===== src/rtl/clpg_divider.sv =====
// ----------------------------------------------------------------------------
// clpg_divider: restoring divider, one quotient bit per cycle
// 73-bit dividend by 64-bit divisor, quotient kept to 73 bits
// ----------------------------------------------------------------------------
`default_nettype none
module clpg_divider (
  input  wire logic        clk,
  input  wire logic        rst,
  input  wire logic        start,
  input  wire logic [72:0] dividend,
  input  wire logic [63:0] divisor,
  output logic             busy,
  output logic      [72:0] quotient
);
  logic [72:0] dvd;
  logic [64:0] rem;
  logic [63:0] dvs;
  logic [6:0]  cnt;
  logic [64:0] shifted;

  assign shifted = {rem[63:0], dvd[72]};

  always_ff @(posedge clk) begin
    if (rst) begin
      busy <= 1'b0;
      cnt  <= '0;
    end else if (start) begin
      busy     <= 1'b1;
      cnt      <= 7'd72;
      dvd      <= dividend;
      dvs      <= divisor;
      rem      <= '0;
      quotient <= '0;
    end else if (busy) begin
      dvd <= {dvd[71:0], 1'b0};
      if (shifted >= {1'b0, dvs}) begin
        rem      <= shifted - {1'b0, dvs};
        quotient <= {quotient[71:0], 1'b1};
      end else begin
        rem      <= shifted;
        quotient <= {quotient[71:0], 1'b0};
      end
      if (cnt == '0) begin
        busy <= 1'b0;
      end else begin
        cnt <= cnt - 7'd1;
      end
    end
  end
endmodule
`default_nettype wire


===== config.mk =====
export PLATFORM = sky130hd
export DESIGN_NAME = clpg_divider
export DESIGN_NICKNAME = d
export VERILOG_FILES = /design/src/rtl/clpg_divider.sv
export SDC_FILE = /design/constraint.sdc
export NUM_CORES = 1
export LEC_CHECK = 0
export ABC_AREA = 1
export BUFFER_PORTS_ARGS = -buffer_cell sky130_fd_sc_hd__buf_4
export CAP_MARGIN = 15
export CORE_UTILIZATION = 45
export DETAILED_ROUTE_END_ITERATION = 7
export PLACE_DENSITY = 0.76
export SKIP_LAST_GASP = 1
export SYNTH_ARGS = -nofsm -noshare
export SYNTH_HDL_FRONTEND = slang
export SYNTH_SLANG_ARGS = --single-unit

===== constraint.sdc =====
create_clock -name clk -period 11.4 [get_ports clk]
set_input_delay 1.14 -clock clk [delete_from_list [all_inputs] [get_ports clk]]
set_output_delay 1.14 -clock clk [all_outputs]
set_load 0.1 [all_outputs]

Yosys cells after proc, flatten, opt, wreduce, memory -nomap -nowiden
Index checks and enable logic that the tools add are counted.
- flip-flop bits (word level): 282
- latch bits: 0
- memory bits (writable): 0
- ROM bits: 0
- input bits: 140
- output and inout port bits: 74
- word-level logic and storage cells: 32
- memories kept: 0
- add/sub/neg operators: 2
- multipliers: 0
- divide/modulo/power cells: 0
- $lt $le $gt $ge: 1
- equal/unequal tests: 1
- shift operators: 0
- multiplexer cells: 12
- bitwise logic cells: 2
- reductions and logical operators: 7
- operators with widths (operator ; count):
    two-way mux 73 bit ; 3
    two-way mux 64 bit ; 2
    greater-or-equal comparator 65 x 64 -> 1 bit ; 1
    subtractor 64 bit ; 1
    two-way mux 7 bit ; 3
    AND reduction 2 bit ; 4
    zero test 7 bit ; 1
    subtractor 7 x 1 -> 7 bit, second input constant ; 1
    two-way mux 1 bit ; 4
    != test 2 bit, second input constant ; 1
    NOT 1 bit ; 2
    nonzero test 2 bit ; 1
    OR reduction 2 bit ; 1

Logic depth before layout (Yosys ltp)
- depth after elaboration: 4
- depth in mapped cells: 19
- depth with buffers taken out: 18

Least setup slack after synthesis
No wires, ideal clock.
- path type: input -> register
- start point: in start
- end point: reg dvd[0] (enable)
- setup time: 0.785 ns
- data arrival time: 10.199 ns
- data required time: 10.615 ns
- path slack: 0.416 ns
- cell stages on the path: 3
- path buffers: 1
- path through: clkbuf_1 -> nor2_1 -> nor2_1
- longest elaborated chain between the ends: 2
- RTL lines (item ; RTL line ; RTL):
    start, declared ; 9 ; input wire logic start,
    nonzero test 2 bit (no line) ; -- ;
    AND reduction 2 bit (no line) ; -- ;
    end signal, assigned ; 30 ; dvd <= dividend;
    end signal, assigned ; 35 ; dvd <= {dvd[71:0], 1'b0};
    end, declared ; 15 ; logic [72:0] dvd;
Every way passes these cells.
A chain may end at the register's enable or synchronous reset.

Final worst setup path
- start point: reg rem[2]
- end point: reg rem[14] (data pin)
- longest elaborated chain between the ends: 3
- elaborated cells between the ends (all ways): 4
- those cells by class: 1 x add/sub; 1 x order compare; 2 x mux
- RTL lines (item ; RTL line ; RTL):
    start, declared ; 16 ; logic [64:0] rem;
    start signal, assigned ; 37 ; rem <= shifted - {1'b0, dvs};
    start signal, assigned ; 40 ; rem <= shifted;
    subtractor 64 bit or greater-or-equal comparator 65 x 64 -> 1 bit (tied branches) ; 37, 36 ;
    two-way mux 64 bit * ; 36 ; if (shifted >= {1'b0, dvs}) begin
    two-way mux 64 bit * ; 34 ; end else if (busy) begin
Every way passes the cells marked *; elsewhere a longest branch is shown, timed or not. The select of a mux whose other input is x is not followed.

==> run metrics <==
outcome=complete, no violations; Die Height=just over 200 microns; worst setup path start=rem[2]; die width=about 200 microns; path type of the worst setup path=flip-flop to flip-flop; Avg Cell Area, Syn=7.43 sq um; Max Cap Viol=0; Post-CTS Resized=0; Final Net Count=2,811; layout cells sized above 1=a little under an eighth; # H-tree levels=2; Final Hold Fails=0; Async SR Flop Fraction=0%; RSZ-0062 raised after global routing=false; post-synthesis cell count=~2,400; Final period util=34.7%; clock-pin slew on the worst setup and hold paths=approximately 0.060 ns; Final GP Congestion=around 1; worst-path fanout max=59; hold_sp=cnt[0]; Die Footprint=around 0.04 sq mm; DRC viols=0; first-pass GRT wire length=about 80,000 microns; CTS root buf=clkbuf_16; DP Worst Slack=7.28 ns; vias in the first global route=about 15,000; Slew @ Worst Pin=1.29 ns; First DRT Iteration DRCs=roughly 1,000; startpoint of the worst register-to-register path=rem[2]; ANT nets after route=0; Req. time, crit path=roughly 12 ns; TritonCTS buffer count=34; number of synthesized register bits=roughly 280; LEAKAGE=between 10 and 15 nW; Critical Path End Type=flip-flop; Synth cell types=33; placed inst area=0.0199 sq mm; critical path data arrival time=4.34 ns; FP Rows=72; syn_nets=2,607; Worst Hold Class=flip-flop to flip-flop; clk sinks=between 200 and 300; clock tree buffer depth=3; initial antenna violation count=0; Post-CTS Hold Fix Bufs=0; core area=0.0388 sq mm; post-route cell area=0.0210 sq mm; skew final=0.0154 ns; antenna cell count=0; highest ir drop seen on vdd=~0.17 mV; Post-synth EDFFs=274; drt first pass iters=5; max-slew violations=0; synth-to-layout area growth=17.8%; DR vias/cell=slightly below 5; Post-CTS Setup Bufs=0; yosys warns=0; drt total wl=a little over 50,000 microns; Avg WL per Cell=approximately 16 microns; final worst slack=7.45 ns; post-layout util=a little over half; f_max=~250 MHz; Worst-Skew Late Latency=approximately 0.54 ns; Initial Util=a little under half; vias post-DR=roughly 15,000; Final Critical Period=3.95 ns; grt ovf=0; setup violators final=0; Worst setup SP type=flip-flop; Seq/Total Area, Yosys=between 40% and 50%; Top-Level Pins=between 200 and 250; Tot Pwr=about 3.3 mW; CTS tree=yes; Power Density=156 mW/mm^2; port buffer count=213; Slew HR=between 10% and 20%; mapped cell area=0.0178 sq mm; Post-DP HPWL=between 30,000 and 40,000 microns; Synth Flop Type=edfxtp_1; largest net degree at the start of global routing=just over 200; Global Route Usage Sum=roughly a quarter; setup TNS=0 ns
-- cells by family (layout without fill, tap and decap cells) --
logic type | after synthesis | after routing | synth area share [%]
flops | 282 | 282 | 47.0
fa+ha+maj | 67 | 67 | 4.74
simple gates | 1390 | 1390 | 32.2
compound gates | 80 | 80 | 2.37
xor+xnor | 33 | 33 | 1.62
buf+inv | 548 | 777 | 12.1
-- per-layer routing --
layer	track usage (%)	vias to the layer above	wire, microns
met3	6.67	79	4280
met2	41.4	492	23200
met5	0	-	0
met1	33.8	7040	22700
li1	-	7744	-
met4	8.29	0	1590
-- layout by cell type, fill, tap and decap left out, types with 13 or more instances in the layout --
master,Yosys,layout
a21oi_1,61,61
buf_4,0,217
clkbuf_16,0,35
nor2_1,295,293
nand3_1,77,77
inv_1,493,493
xor2_1,30,30
nand2_1,888,888
nand4_1,13,13
nor2_2,18,18
nand3b_1,61,61
nand2_2,14,14
edfxtp_1,274,274
ha_1,66,66
nor3_1,16,16
-- registers in the layout, summed over array words and instances (netlist names) --
| register | count |
|---|---|
| busy | 1 |
| cnt | 7 |
| dvd | 73 |
| dvs | 64 |
| quotient | 73 |
| rem | 64 |
-- report_power, final --
part	switching [mW]	internal, mW	leakage, nW	total [mW]
Clock	0.437	0.668	0.552	1.10
Sequential	0.0334	1.24	2.71	1.27
Combinational	0.623	0.265	7.64	0.889
-- synthesized netlist by cell type (2+ instances only) --
library cell / instances / area share, %
edfxtp_1: 274 / 46
inv_1: 493 / 10
buf_1: 5 / 0.11
clkbuf_1: 24 / 0.51
inv_2: 5 / 0.11
o21bai_1: 6 / 0.25
nand4_1: 13 / 0.46
nor2_2: 18 / 0.63
buf_6: 9 / 0.57
nor2_1: 295 / 6.2
dfxtp_1: 8 / 0.90
ha_1: 66 / 4.6
nand2_2: 14 / 0.49
nand3_1: 77 / 2.2
o21ai_0: 10 / 0.28
nor2_4: 2 / 0.13
nand2_4: 2 / 0.13
buf_2: 11 / 0.31
xor2_1: 30 / 1.5
nor3_1: 16 / 0.45
xnor2_1: 3 / 0.15
nand2_1: 888 / 19
nand3b_1: 61 / 2.6
a21oi_1: 61 / 1.7
-- cell type report --
class	instances	area (sq um)
clock buffer	43	926
inverter	498	1870
clock inverter	18	208
multi-input combinational	1570	7310
tap	518	648
fill	3670	17800
sequential	282	8390
timing repair buffer	218	1650
-- metrics by stage --
step,hold WS (ns),instances
finish,0.495,3147
CTS,0.494,3147
global route,0.503,3147
floorplan,0.452,2400
global placement,0.464,3086
detailed placement,0.483,3086
-- worst max-delay path: stages, from the launching register on --
cell      delay [ns]
edfxtp_1        0.38
ha_1            0.38
nand2_1         0.16
inv_1           0.07
nand2_1         0.07
nand2_1         0.05
nand2_1         0.06
nand3_2         0.12
nand2_1         0.11
nand2_2         0.08
nand2_1         0.10
nand2_2         0.09
nand2_4         0.60
nand2_4         0.57
inv_2           0.70
nor2_1          0.11
nor2_1          0.12
-- final timing paths --
path / end / slack, ns / cells past startpoint
setup / recovery: rem[14] / 7.45 / 16
hold / removal: cnt[0] / 0.49 / 2
setup reg to reg: rem[14] / 7.45 / 16
hold reg to reg: cnt[0] / 0.49 / 2
Power figures use the tool's default switching activity.
